`config.mk`:
```
export PLATFORM = sky130hd
export DESIGN_NAME = integer_to_ascii_radix
export DESIGN_NICKNAME = d
export VERILOG_FILES = /design/src/rtl/core/itoa_pkg.sv /design/src/rtl/core/itoa_divu.sv /design/src/rtl/core/integer_to_ascii_radix.sv
export SDC_FILE = /design/constraint.sdc
export NUM_CORES = 1
export LEC_CHECK = 0
export CAP_MARGIN = 40
export CORE_UTILIZATION = 55
export CTS_CLUSTER_DIAMETER = 40
export DETAILED_ROUTE_END_ITERATION = 7
export DONT_BUFFER_PORTS = 1
export PLACE_DENSITY = 0.7
export SLEW_MARGIN = 20
export SYNTH_ARGS = -nofsm -noshare
export SYNTH_HDL_FRONTEND = slang
export SYNTH_SLANG_ARGS = --single-unit
```
`constraint.sdc`:
```
create_clock -name clk -period 5.6 [get_ports clk]
set_input_delay 1.68 -clock clk [delete_from_list [all_inputs] [get_ports clk]]
set_output_delay 1.68 -clock clk [all_outputs]
set_load 0.1 [all_outputs]
```
`src/rtl/core/itoa_pkg.sv`:
```
// Shared types, character codes and radix limits for the integer to ASCII converter.
`default_nettype none
package itoa_pkg;

	localparam int unsigned RadixWidth = 6;
	localparam int unsigned CharWidth  = 8;

	localparam logic [CharWidth-1:0]  CH_MINUS  = 8'h2D;
	localparam logic [CharWidth-1:0]  CH_ZERO   = 8'h30;
	localparam logic [CharWidth-1:0]  CH_A      = 8'h61;
	localparam logic [RadixWidth-1:0] DEC_RADIX = 6'd10;
	localparam logic [RadixWidth-1:0] MIN_RADIX = 6'd2;
	localparam logic [RadixWidth-1:0] MAX_RADIX = 6'd36;

	typedef enum logic [2:0] {
		ST_IDLE,
		ST_DIV,
		ST_SIGN,
		ST_EMIT_RD,
		ST_EMIT_WR
	} state_t;

	function automatic logic [CharWidth-1:0] digit_char(input logic [RadixWidth-1:0] d);
		logic [CharWidth-1:0] c;
		if (d < DEC_RADIX) begin
			c = CH_ZERO + {2'b00, d};
		end else begin
			c = CH_A + {2'b00, d} - {2'b00, DEC_RADIX};
		end
		return c;
	endfunction

endpackage
`default_nettype wire

```
`src/rtl/core/itoa_divu.sv`:
```
// Bit-serial restoring divider of an unsigned value by a radix, one quotient bit per cycle.
`default_nettype none
module itoa_divu #(
	parameter int unsigned VALUE_WIDTH = 32
) (
	input  wire logic                                clk,
	input  wire logic                                arst_n,
	input  wire logic                                start,
	input  wire logic [VALUE_WIDTH-1:0]              dividend,
	input  wire logic [itoa_pkg::RadixWidth-1:0]     divisor,
	output logic                                     done,
	output logic [VALUE_WIDTH-1:0]                   quotient,
	output logic [itoa_pkg::RadixWidth-1:0]          remainder
);

	localparam int unsigned SW = $clog2(VALUE_WIDTH);
	localparam int unsigned RW = itoa_pkg::RadixWidth;

	logic          busy_q;
	logic          done_q;
	logic [SW-1:0] step_q;
	logic [VALUE_WIDTH-1:0] quot_q;
	logic [RW-1:0] rem_q;
	logic [RW-1:0] div_q;
	logic [RW:0]   trial;
	logic          ge;
	logic [RW:0]   diff;

	always_comb begin
		trial = {rem_q, quot_q[VALUE_WIDTH-1]};
		ge    = trial >= {1'b0, div_q};
		diff  = trial - {1'b0, div_q};
	end

	always_ff @(posedge clk or negedge arst_n) begin
		if (!arst_n) begin
			busy_q <= 1'b0;
			done_q <= 1'b0;
			step_q <= '0;
		end else begin
			done_q <= 1'b0;
			if (start) begin
				busy_q <= 1'b1;
				step_q <= '0;
			end else if (busy_q) begin
				step_q <= step_q + SW'(1);
				if (step_q == SW'(VALUE_WIDTH - 1)) begin
					busy_q <= 1'b0;
					done_q <= 1'b1;
				end
			end
		end
	end

	always_ff @(posedge clk) begin
		if (start) begin
			quot_q <= dividend;
			rem_q  <= '0;
			div_q  <= divisor;
		end else if (busy_q) begin
			quot_q <= {quot_q[VALUE_WIDTH-2:0], ge};
			rem_q  <= ge ? diff[RW-1:0] : trial[RW-1:0];
		end
	end

	assign done      = done_q;
	assign quotient  = quot_q;
	assign remainder = rem_q;

endmodule
`default_nettype wire

```
`src/rtl/core/integer_to_ascii_radix.sv`:
```
// Top level: converts an integer to its ASCII digits in a radix from 2 to 36 (others are
// clamped); only radix 10 reads the value as signed and puts out a '-' first. Digits come
// from the shared divider least significant first and are read back from the digit stack
// in reverse, each character through an ST_EMIT_RD and an ST_EMIT_WR state; out_stall
// holds them. in_stall stays high until the last character of an item is loaded.
// Reset clears the sequencer and the output valid; the digit stack needs no clearing.
`default_nettype none
module integer_to_ascii_radix #(
	parameter int unsigned VALUE_WIDTH = 32
) (
	input  wire logic                                  clk,
	input  wire logic                                  arst_n,
	input  wire logic                                  in_valid,
	output logic                                       in_stall,
	input  wire logic signed [VALUE_WIDTH-1:0]         value,
	input  wire logic [itoa_pkg::RadixWidth-1:0]       radix,
	output logic                                       out_valid,
	input  wire logic                                  out_stall,
	output logic [itoa_pkg::CharWidth-1:0]             char_code,
	output logic                                       last
);

	localparam int unsigned CW = $clog2(VALUE_WIDTH + 1);
	localparam int unsigned AW = $clog2(VALUE_WIDTH);
	localparam int unsigned RW = itoa_pkg::RadixWidth;

	itoa_pkg::state_t state_q, state_d;

	logic [CW-1:0] cnt_q, cnt_d, cnt_m1;
	logic          sign_q, sign_d;
	logic [RW-1:0] radix_q, radix_c;
	logic [RW-1:0] mem [VALUE_WIDTH];
	logic [RW-1:0] rd_data_q;
	logic          in_acc, neg_dec;
	logic [VALUE_WIDTH-1:0] mag_c;
	logic          div_start, div_done;
	logic [VALUE_WIDTH-1:0] div_dividend, div_quot;
	logic [RW-1:0] div_divisor, div_rem;
	logic          mem_we;
	logic          out_free, out_load, out_last_d;
	logic [itoa_pkg::CharWidth-1:0] out_char_d;
	logic          out_valid_q, last_q;
	logic [itoa_pkg::CharWidth-1:0] char_q;

	assign in_acc   = in_valid && !in_stall;
	assign in_stall = (state_q != itoa_pkg::ST_IDLE);
	assign out_free = !out_valid_q || !out_stall;
	assign cnt_m1   = cnt_q - CW'(1);

	always_comb begin
		if (radix < itoa_pkg::MIN_RADIX) begin
			radix_c = itoa_pkg::MIN_RADIX;
		end else if (radix > itoa_pkg::MAX_RADIX) begin
			radix_c = itoa_pkg::MAX_RADIX;
		end else begin
			radix_c = radix;
		end
		neg_dec = value[VALUE_WIDTH-1] && (radix_c == itoa_pkg::DEC_RADIX);
		mag_c   = neg_dec ? ($unsigned(~value) + VALUE_WIDTH'(1)) : $unsigned(value);
	end

	itoa_divu #(
		.VALUE_WIDTH(VALUE_WIDTH)
	) u_divu (
		.clk      (clk),
		.arst_n   (arst_n),
		.start    (div_start),
		.dividend (div_dividend),
		.divisor  (div_divisor),
		.done     (div_done),
		.quotient (div_quot),
		.remainder(div_rem)
	);

	always_comb begin
		state_d      = state_q;
		cnt_d        = cnt_q;
		sign_d       = sign_q;
		div_start    = 1'b0;
		div_dividend = div_quot;
		div_divisor  = radix_q;
		mem_we       = 1'b0;
		out_load     = 1'b0;
		out_char_d   = itoa_pkg::digit_char(rd_data_q);
		out_last_d   = (cnt_q == CW'(1));
		unique case (state_q)
			itoa_pkg::ST_IDLE: begin
				div_dividend = mag_c;
				div_divisor  = radix_c;
				if (in_acc) begin
					div_start = 1'b1;
					cnt_d     = '0;
					sign_d    = neg_dec;
					state_d   = itoa_pkg::ST_DIV;
				end
			end
			itoa_pkg::ST_DIV: begin
				if (div_done) begin
					mem_we = 1'b1;
					cnt_d  = cnt_q + CW'(1);
					if (div_quot == '0) begin
						state_d = sign_q ? itoa_pkg::ST_SIGN : itoa_pkg::ST_EMIT_RD;
					end else begin
						div_start = 1'b1;
					end
				end
			end
			itoa_pkg::ST_SIGN: begin
				out_char_d = itoa_pkg::CH_MINUS;
				out_last_d = 1'b0;
				if (out_free) begin
					out_load = 1'b1;
					state_d  = itoa_pkg::ST_EMIT_RD;
				end
			end
			itoa_pkg::ST_EMIT_RD: begin
				state_d = itoa_pkg::ST_EMIT_WR;
			end
			itoa_pkg::ST_EMIT_WR: begin
				if (out_free) begin
					out_load = 1'b1;
					cnt_d    = cnt_m1;
					state_d  = (cnt_q == CW'(1)) ? itoa_pkg::ST_IDLE : itoa_pkg::ST_EMIT_RD;
				end
			end
			default: begin
				state_d = itoa_pkg::ST_IDLE;
			end
		endcase
	end

	always_ff @(posedge clk or negedge arst_n) begin
		if (!arst_n) begin
			state_q     <= itoa_pkg::ST_IDLE;
			cnt_q       <= '0;
			sign_q      <= 1'b0;
			out_valid_q <= 1'b0;
		end else begin
			state_q <= state_d;
			cnt_q   <= cnt_d;
			sign_q  <= sign_d;
			if (out_load) begin
				out_valid_q <= 1'b1;
			end else if (!out_stall) begin
				out_valid_q <= 1'b0;
			end
		end
	end

	always_ff @(posedge clk) begin
		if (in_acc) begin
			radix_q <= radix_c;
		end
		if (out_load) begin
			char_q <= out_char_d;
			last_q <= out_last_d;
		end
	end

	always_ff @(posedge clk) begin
		if (mem_we) begin
			mem[cnt_q[AW-1:0]] <= div_rem;
		end
		rd_data_q <= mem[cnt_m1[AW-1:0]];
	end

	assign out_valid = out_valid_q;
	assign char_code = char_q;
	assign last      = last_q;

endmodule
`default_nettype wire

```
; Word level (Yosys, flattened, before mapping)
; Memory sizes are Yosys's and may differ from the RTL's. A register that Yosys moved wholly into a read port is not among the register bits.
; Cells that the tools add are included.
; Widths: inputs -> output; s select.
[totals]
n_memories = 1
romBits = 0
elab_cells = 98
mem_bits_rw = 192
latchBits = 0
ff_bits = 77
[classes]
muxes = 41
n_eq_ne = 14
mul = 0
magnitude_cmp = 4
n_div = 0
shifts = 0
addsub = 8
n_reduce_logical = 16
bitwise_logic = 1
[memory_table]
columns = memory, depth, width, rd, rd_clocked_by_memory_dff, wr, line
row1 = mem, 32, 6, 1, 1, 1, integer_to_ascii_radix.sv:32  ; logic [RW-1:0] mem [VALUE_WIDTH];
[ops]
columns = operator, n
row1 = $mux 32, 4
row2 = $mux 6, 7
row3 = $add 32x1->32 const B, 1
row4 = $logic_not 32->1, 1
row5 = $not 32->32, 1
row6 = $mux 1, 18
row7 = $pmux 6 s3, 1
row8 = $mux 3, 5
row9 = $pmux 3 s5, 1
row10 = $mux 5, 2
row11 = $add 7x6->8 const A, 1
row12 = $mux 8, 1
row13 = $ne 2x2->1 const B, 4
row14 = $sub 8x4->8 const B, 1
row15 = $add 6x6->7 const A, 1
row16 = $ge 7x6->1, 1
row17 = $add 6x1->6 const B, 1
row18 = $eq 3x2->1 const B, 2
row19 = $eq 6x1->1 const B, 1
row20 = $eq 6x4->1 const B, 1
row21 = $gt 6x6->1 const B, 1
row22 = $lt 6x2->1 const B, 1
row23 = $lt 6x4->1 const B, 1
row24 = $ne 2x1->1 const B, 3
row25 = 18 further kinds, 23

; Logic depth before layout (Yosys ltp)
; Gate-level depths: netlist of run 1.
[logic_depth]
ltp_word = 8
mapped_depth = 11

; Cells and area by module
; From an unflattened synthesis of run 1, not the netlist that was laid out.
[unflattened]
cells_unflattened = 981
hier_area_um2 = 13272.7
[modules_own_cells]
columns = module, cells_per_inst, seq_area_each_um2, n_inst, area_each_um2
row1 = integer_to_ascii_radix, 814, 6611.3, 1, 10887.9
row2 = itoa_divu, 167, 1436.4, 1, 2384.8

; Least setup slack after synthesis of run 1
; OpenSTA, ideal clock, no wires.
[synth_path]
path_kind = in2reg
from = input port value[16]
to = register u_divu.quot_q[27], in the netlist u_divu.quotient[27] (data pin)
setup_time_ps = 258
slack_ps = 2156
t_required_ps = 5342
arrival_time_ps = 3186
path_stages = 6
path_cell_list = or4_4 -> or3_4 -> nor3_4 -> a31oi_1 -> xnor2_1 -> a21oi_1
[synth_via]
elab_chain_cells = 5
[synth_rtl]
columns = item, line
row1 = start: declaration, integer_to_ascii_radix.sv:15  ; input wire logic signed [VALUE_WIDTH-1:0] value,
row2 = $not 32->32, integer_to_ascii_radix.sv:59  ; mag_c = neg_dec ? ($unsigned(~value) + VALUE_WIDTH'(1)) : $unsigned(value);
row3 = $add 32x1->32, integer_to_ascii_radix.sv:59
row4 = $mux 32, integer_to_ascii_radix.sv:59
row5 = $mux 32, integer_to_ascii_radix.sv:86  ; unique case (state_q)
row6 = $mux 32, itoa_divu.sv:56  ; if (start) begin
row7 = end signal: assignment, itoa_divu.sv:57  ; quot_q <= dividend;
row8 = end signal: assignment, itoa_divu.sv:61  ; quot_q <= {quot_q[VALUE_WIDTH-2:0], ge};
row9 = end: declaration, itoa_divu.sv:22  ; logic [VALUE_WIDTH-1:0] quot_q;
; Every way passes these cells. The select of a mux whose other input is x is not followed.
; A chain may end at the register's enable or synchronous reset.

; Final worst setup path of run 1
[layout_path]
from = register state_q[1]
to = output port in_stall
[layout_via]
elab_chain_cells = 1
[layout_rtl]
columns = item, line
row1 = start: declaration, integer_to_ascii_radix.sv:27  ; itoa_pkg::state_t state_q, state_d;
row2 = start signal: assignment, integer_to_ascii_radix.sv:134  ; state_q <= itoa_pkg::ST_IDLE;
row3 = start signal: assignment, integer_to_ascii_radix.sv:139  ; state_q <= state_d;
row4 = $reduce_bool 3->1, integer_to_ascii_radix.sv:46  ; assign in_stall = (state_q != itoa_pkg::ST_IDLE);
row5 = end: declaration, integer_to_ascii_radix.sv:14  ; output logic in_stall,
; Every way passes these cells.

==> results of run 1 <==
[sequential cells by signal, indices dropped and copies added, names as in the netlist, 5 cells and up]
| register | flops |
|---|---|
| char_code | 8 |
| cnt_q | 6 |
| mem | 192 |
| radix_q | 6 |
| rd_data_q | 6 |
| u_divu.div_q | 6 |
| u_divu.quotient | 32 |
| u_divu.remainder | 6 |
| u_divu.step_q | 5 |
[cells in the mapped netlist, types with 10 or more instances]
cell | n | area share (%)
edfxtp_1 | 245 | 60
ha_1 | 19 | 1.9
xnor2_1 | 29 | 2.1
nor3_1 | 15 | 0.61
dfxtp_1 | 12 | 2.0
clkbuf_1 | 29 | 0.88
nor2_1 | 107 | 3.3
nor4_1 | 10 | 0.51
xor2_1 | 13 | 0.92
a21oi_1 | 57 | 2.3
inv_1 | 30 | 0.91
o21ai_0 | 17 | 0.69
mux4_2 | 48 | 8.8
nand2_1 | 76 | 2.3
a31oi_1 | 13 | 0.66
dfrtp_1 | 18 | 3.7
nand3_1 | 38 | 1.5
[path summary, 6_finish.rpt]
kind	to	slack, ns	cells after the start
worst max-delay path	in_stall	1.68	2
worst min-delay path	cnt_q[5]	0.50	1
worst max register to register	mem[31][4]	2.76	4
worst min register to register	cnt_q[5]	0.50	1
max in group asynchronous	cnt_q[0]	4.64	0
min in group asynchronous	state_q[1]	0.85	0
[power by group through the flow]
stage	logic (uW)	registers (uW)	clock network [uW]
finish	2350	2960	2230
global route	2590	2990	2360
CTS	2360	2960	2260
detailed placement	2340	3000	0
global placement	2260	3010	0
floorplan	1640	3010	0
[through the flow]
step | area, sq um | utilization, % | setup WS [ns] | cells | total power [uW]
after CTS | 13860 | 63.32 | 1.623 | 1211 | 7585
after global placement | 12580 | 57.46 | 1.905 | 1138 | 5268
after global routing | 13890 | 63.45 | 1.536 | 1213 | 7937
final | 13890 | 63.45 | 1.683 | 1213 | 7541
after floorplan | 12320 | - | 2.156 | 888 | 4652
after detailed placement | 12670 | 57.90 | 1.964 | 1145 | 5347
[final cells by class]
cell class / instances / area [sq um]
Clock buffer: 45 / 977.2
Clock inverter: 21 / 209.0
Fill cell: 1626 / 8000
Inverter: 30 / 112.6
Multi-Input combinational cell: 542 / 3983
Sequential cell: 275 / 8051
Tap cell: 280 / 350.3
Timing Repair Buffer: 20 / 207.7
[logic make-up after synthesis]
| family | Yosys count |
|---|---|
| AO/OA/AOI/OAI | 132 |
| XOR/XNOR | 42 |
| adder cells (fa/ha/maj) | 21 |
| buffers and inverters | 71 |
| flip-flops | 275 |
| multiplexers | 60 |
| AND/OR/NAND/NOR | 287 |
[metal layers]
layer / vias to the layer above / GRT usage, % / wire [um] / share of wire, %
met4: 0 / 7.327 / 576 / 2.4
met5: - / 0 / 0 / 0
met3: 43 / 4.581 / 1622 / 6.7
li1: 3401 / - / - / -
met2: 243 / 35.30 / 11390 / 47
met1: 3458 / 30.19 / 10460 / 43
[critical path: stages, from the launching register on]
cell	delay, ns
dfrtp_1	0.51
nor3_2	0.61
inv_1	0.59
==> results.toml, run 1 <==
[synthesis]
synthArstFlopShare_pct = 6.545
synth-seq-cells = 275
synth_top_family_by_area = "simple AND/OR/NAND/NOR gates"
synth.area.mux_share_pct = 9.823
ys_seq_area_share_pct = 65.34
syn_area_per_cell_sq_um = 13.87
yosysWarnings = 0
ys.flop_type = "edfxtp_1"
synth_cell_types = 63
netlist_area_sq_um = 12320
synthSimpleGateAreaFrac_pct = 10.71
yosys.area_share.xor_xnor_pct = 2.987
syn-instance-count = 888
synth_edf_count = 245
synth_compound_area_share_pct = 6.501
syn-num-nets = 950
synth_adder_area_share_pct = 2.174

[grt]
antenna_found_initial = 0
grt_usage_pct = 22.05
grt_max_degree = 84
grt_remaining_overflow = 0
grt_pass1_vias = 7074
grt_pass1_wl_mm = 37.92

[sta]
worst_pin_slew_ns = 0.9026
fmaxAchievable_mhz = 255.3
rsz0062_at_grt = "no"
fin_skew_ns = 0.02766
fin_crit_sh_pct = 69.95
period_minus_slack_ns = 3.917
final-max-slew-violation-count = 0
hold_viol = 0
holdWs_ns = 0.5028
slew_headroom_pct = 39.95
tns_ns = 0
setup_violations = 0

[cells_and_area]
final_cell_mix = "edfxtp_1, nor2_1, nand2_1"
insertedDiodeCount = 0
area_delta_synth_final_pct = 12.78
final_common_cell = "edfxtp_1"
layout.nets = 967
drive_gt1_share_pct = 14.58

[placed_design]
gp_congestion = 0.8104
port-buffer-count = 0
dp_hpwl_mm = 15.21

[floorplan]
die_w_um = 151.6
dieArea_sq_um = 23000
start_util_pct = 56.26
fp.coreArea_sq_um = 21890
io_pins = 53
die_y_um = 151.6
row_count = 54

[drt]
routed_wirelength_mm = 24.04
viasPerCell = 5.890
vias = 7145
dr.pass1.iters = 4
drc = 0
ant_nets = 0
wire_per_inst_um = 19.82
drtIter0Drc = 545

[power_and_ir_drop]
power_leakage_uw = 0.004732
internal-power_uw = 5104
switchingPower_uw = 2438
clkPwrFrac_pct = 29.5
comb_power_share_pct = 31.2
ir_drop_v = 0.0002467
p_per_area_nw_per_um2 = 542.9
seqPwrFrac_pct = 39.3
p_sw_share_pct = 32.32

[critical_path]
worstSetupStartpointType = "register"
worst-endpoint-required_ns = 3.92
crit_path_max_fanout = 11
critPathArrivalTime_ns = 2.24
rr_startpoint = "state_q[2]"
end_kind = "output pin"
critPathLaunch = "state_q[1]"
crit_type = "register to output pin"

[clock_network]
cts_made_buffers = 36
htree_levels = 2
hold_buffers = 0
cts.repair.resized = 0
cts_tree = "done"
clkLatencyLatePin_ns = 0.52
cts.sinks = 275
ctsLongestPathBuffers = 3
clkTransAtPathRegs_ns = 0.06
cts_setup_buffers = 0
root_buffer = "clkbuf_16"

[job]
drv_cap = 0

[outcome]
status = "finished clean"

[hold_path]
min_from = "cnt_q[5]"
hold_path_class = "register to register"
Note: power is estimated with default switching activity, not from simulation.
==> run 2, diff against run 1 <==
--- a/config.mk
+++ b/config.mk
@@ -10,7 +10,7 @@
 export CTS_CLUSTER_DIAMETER = 40
 export DETAILED_ROUTE_END_ITERATION = 7
 export DONT_BUFFER_PORTS = 1
-export PLACE_DENSITY = 0.7
+export PLACE_DENSITY = 0.73
 export SLEW_MARGIN = 20
 export SYNTH_ARGS = -nofsm -noshare
 export SYNTH_HDL_FRONTEND = slang
==> constraint.sdc (replaced) <==
create_clock -name clk -period 3.3 [get_ports clk]
set_input_delay 0.99 -clock clk [delete_from_list [all_inputs] [get_ports clk]]
set_output_delay 0.99 -clock clk [all_outputs]
set_load 0.1 [all_outputs]
==> results.toml, run 2 (synthesized netlist as in run 1, its figures left out) <==
[floorplan]
die_w_um = 151.6
fp.coreArea_sq_um = 21890
die_y_um = 151.6
start_util_pct = 56.26
io_pins = 53
row_count = 54
dieArea_sq_um = 23000

[critical_path]
crit_type = "register to register"
end_kind = "register"
critPathArrivalTime_ns = 2.91
crit_path_max_fanout = 12
worst-endpoint-required_ns = 3.43
worstSetupStartpointType = "register"

[drt]
drc = 0
vias = 7430
routed_wirelength_mm = 25.06
wire_per_inst_um = 20.23
ant_nets = 0
drtIter0Drc = 534
dr.pass1.iters = 5
viasPerCell = 5.997

[cells_and_area]
insertedDiodeCount = 0
layout.nets = 997
area_delta_synth_final_pct = 15.45
final_cells = 1239
largest_reg_flops = 192
final_common_cell = "edfxtp_1"
final_cell_mix = "edfxtp_1, nor2_1, nand2_1"
drive_gt1_share_pct = 17.73

[grt]
grt_pass1_wl_mm = 39.24
grt_usage_pct = 22.69
grt_remaining_overflow = 0
grt_pass1_vias = 7360
antenna_found_initial = 0
grt_max_degree = 55

[job]
drv_cap = 0

[sta]
final-max-slew-violation-count = 0
tns_ns = 0
setup_violations = 0
fin_crit_sh_pct = 84.39
slew_headroom_pct = 40.84
hold_viol = 0
fmaxAchievable_mhz = 359.1
fin_skew_ns = 0.03109
period_minus_slack_ns = 2.785
worst_pin_slew_ns = 0.8893
layout_setup_ws_ns = 0.5151
rsz0062_at_grt = "no"

[clock_network]
cts_tree = "done"
clkTransAtPathRegs_ns = 0.06
cts.repair.resized = 0
ctsLongestPathBuffers = 3
root_buffer = "clkbuf_16"
cts_setup_buffers = 0
cts_made_buffers = 35
cts.sinks = 275
hold_buffers = 0
clkLatencyLatePin_ns = 0.52
htree_levels = 2

[power_and_ir_drop]
ir_drop_v = 0.0003983
power_leakage_uw = 0.004928
total_power_uw = 12870
p_per_area_nw_per_um2 = 905.4

[placed_design]
dp_hpwl_mm = 15.76
gp_congestion = 0.8752
placed_cells = 1171
port-buffer-count = 0
place_ws_ns = 0.3483

[hold_path]
hold_path_class = "primary input to asynchronous set/reset pin"

[outcome]
status = "finished clean"
[run 2: cell types whose count changed in the layout (fill, tap and decap cells not counted), moves of 2 or more]
cell and delta:
buf_4 +29, buf_8 -3, clkbuf_1 -2, clkbuf_16 +6
clkinv_1 -5, clkinv_2 -2, clkinvlp_4 +3
[run 2: layer usage]
metal / up-vias / share of wire, % / track usage [%]
met1: 3627 / 41 / 29.96
met4: 0 / 2.4 / 8.218
met2: 287 / 50 / 37.68
li1: 3465 / - / -
met3: 51 / 6.4 / 4.162
met5: - / 0 / 0
[run 2: cell type report]
class / instances / area (sq um)
Inverter: 30 / 112.6
Multi-Input combinational cell: 542 / 3983
Timing Repair Buffer: 51 / 541.8
Tap cell: 280 / 350.3
Sequential cell: 275 / 8051
Clock inverter: 18 / 211.5
Clock buffer: 43 / 969.7
Fill cell: 1549 / 7671
[run 2: path summary, 6_finish.rpt]
path,startpoint,end,slack [ns],cells after the start
min in group clk,cnt_q[5],cnt_q[5],0.51,1
worst max-delay path,state_q[0],mem[4][2],0.52,4
worst min-delay path,arst_n,out_valid,0.18,0
worst min register to register,cnt_q[5],cnt_q[5],0.51,1
max in group asynchronous,arst_n,cnt_q[0],3.03,0
worst max register to register,state_q[0],mem[4][2],0.52,4
[run 2: through the flow]
| stage | area (sq um) | util, % | hold slack [ns] |
|---|---|---|---|
| 2_1_floorplan | 12320 | - | 0.4507 |
| 3_3_place_gp | 12820 | 58.55 | 0.4801 |
| 3_5_place_dp | 12860 | 58.76 | 0.4903 |
| 4_1_cts | 14040 | 64.16 | 0.1664 |
| 5_1_grt | 14220 | 64.96 | 0.1598 |
| 6_report | 14220 | 64.96 | 0.1793 |
[run 2: power breakdown]
group	internal, uW	leakage, uW	switching [uW]
Combinational	1630	0.00181	2420
Sequential	4690	0.00255	315
Clock	2350	0.000564	1460
[run 2: critical path, stage by stage, from the launching register on]
cell     delay, ns
dfrtp_1       0.51
nor2b_1       0.32
and2_1        0.44
nand3_1       0.48
nor2_1        0.66
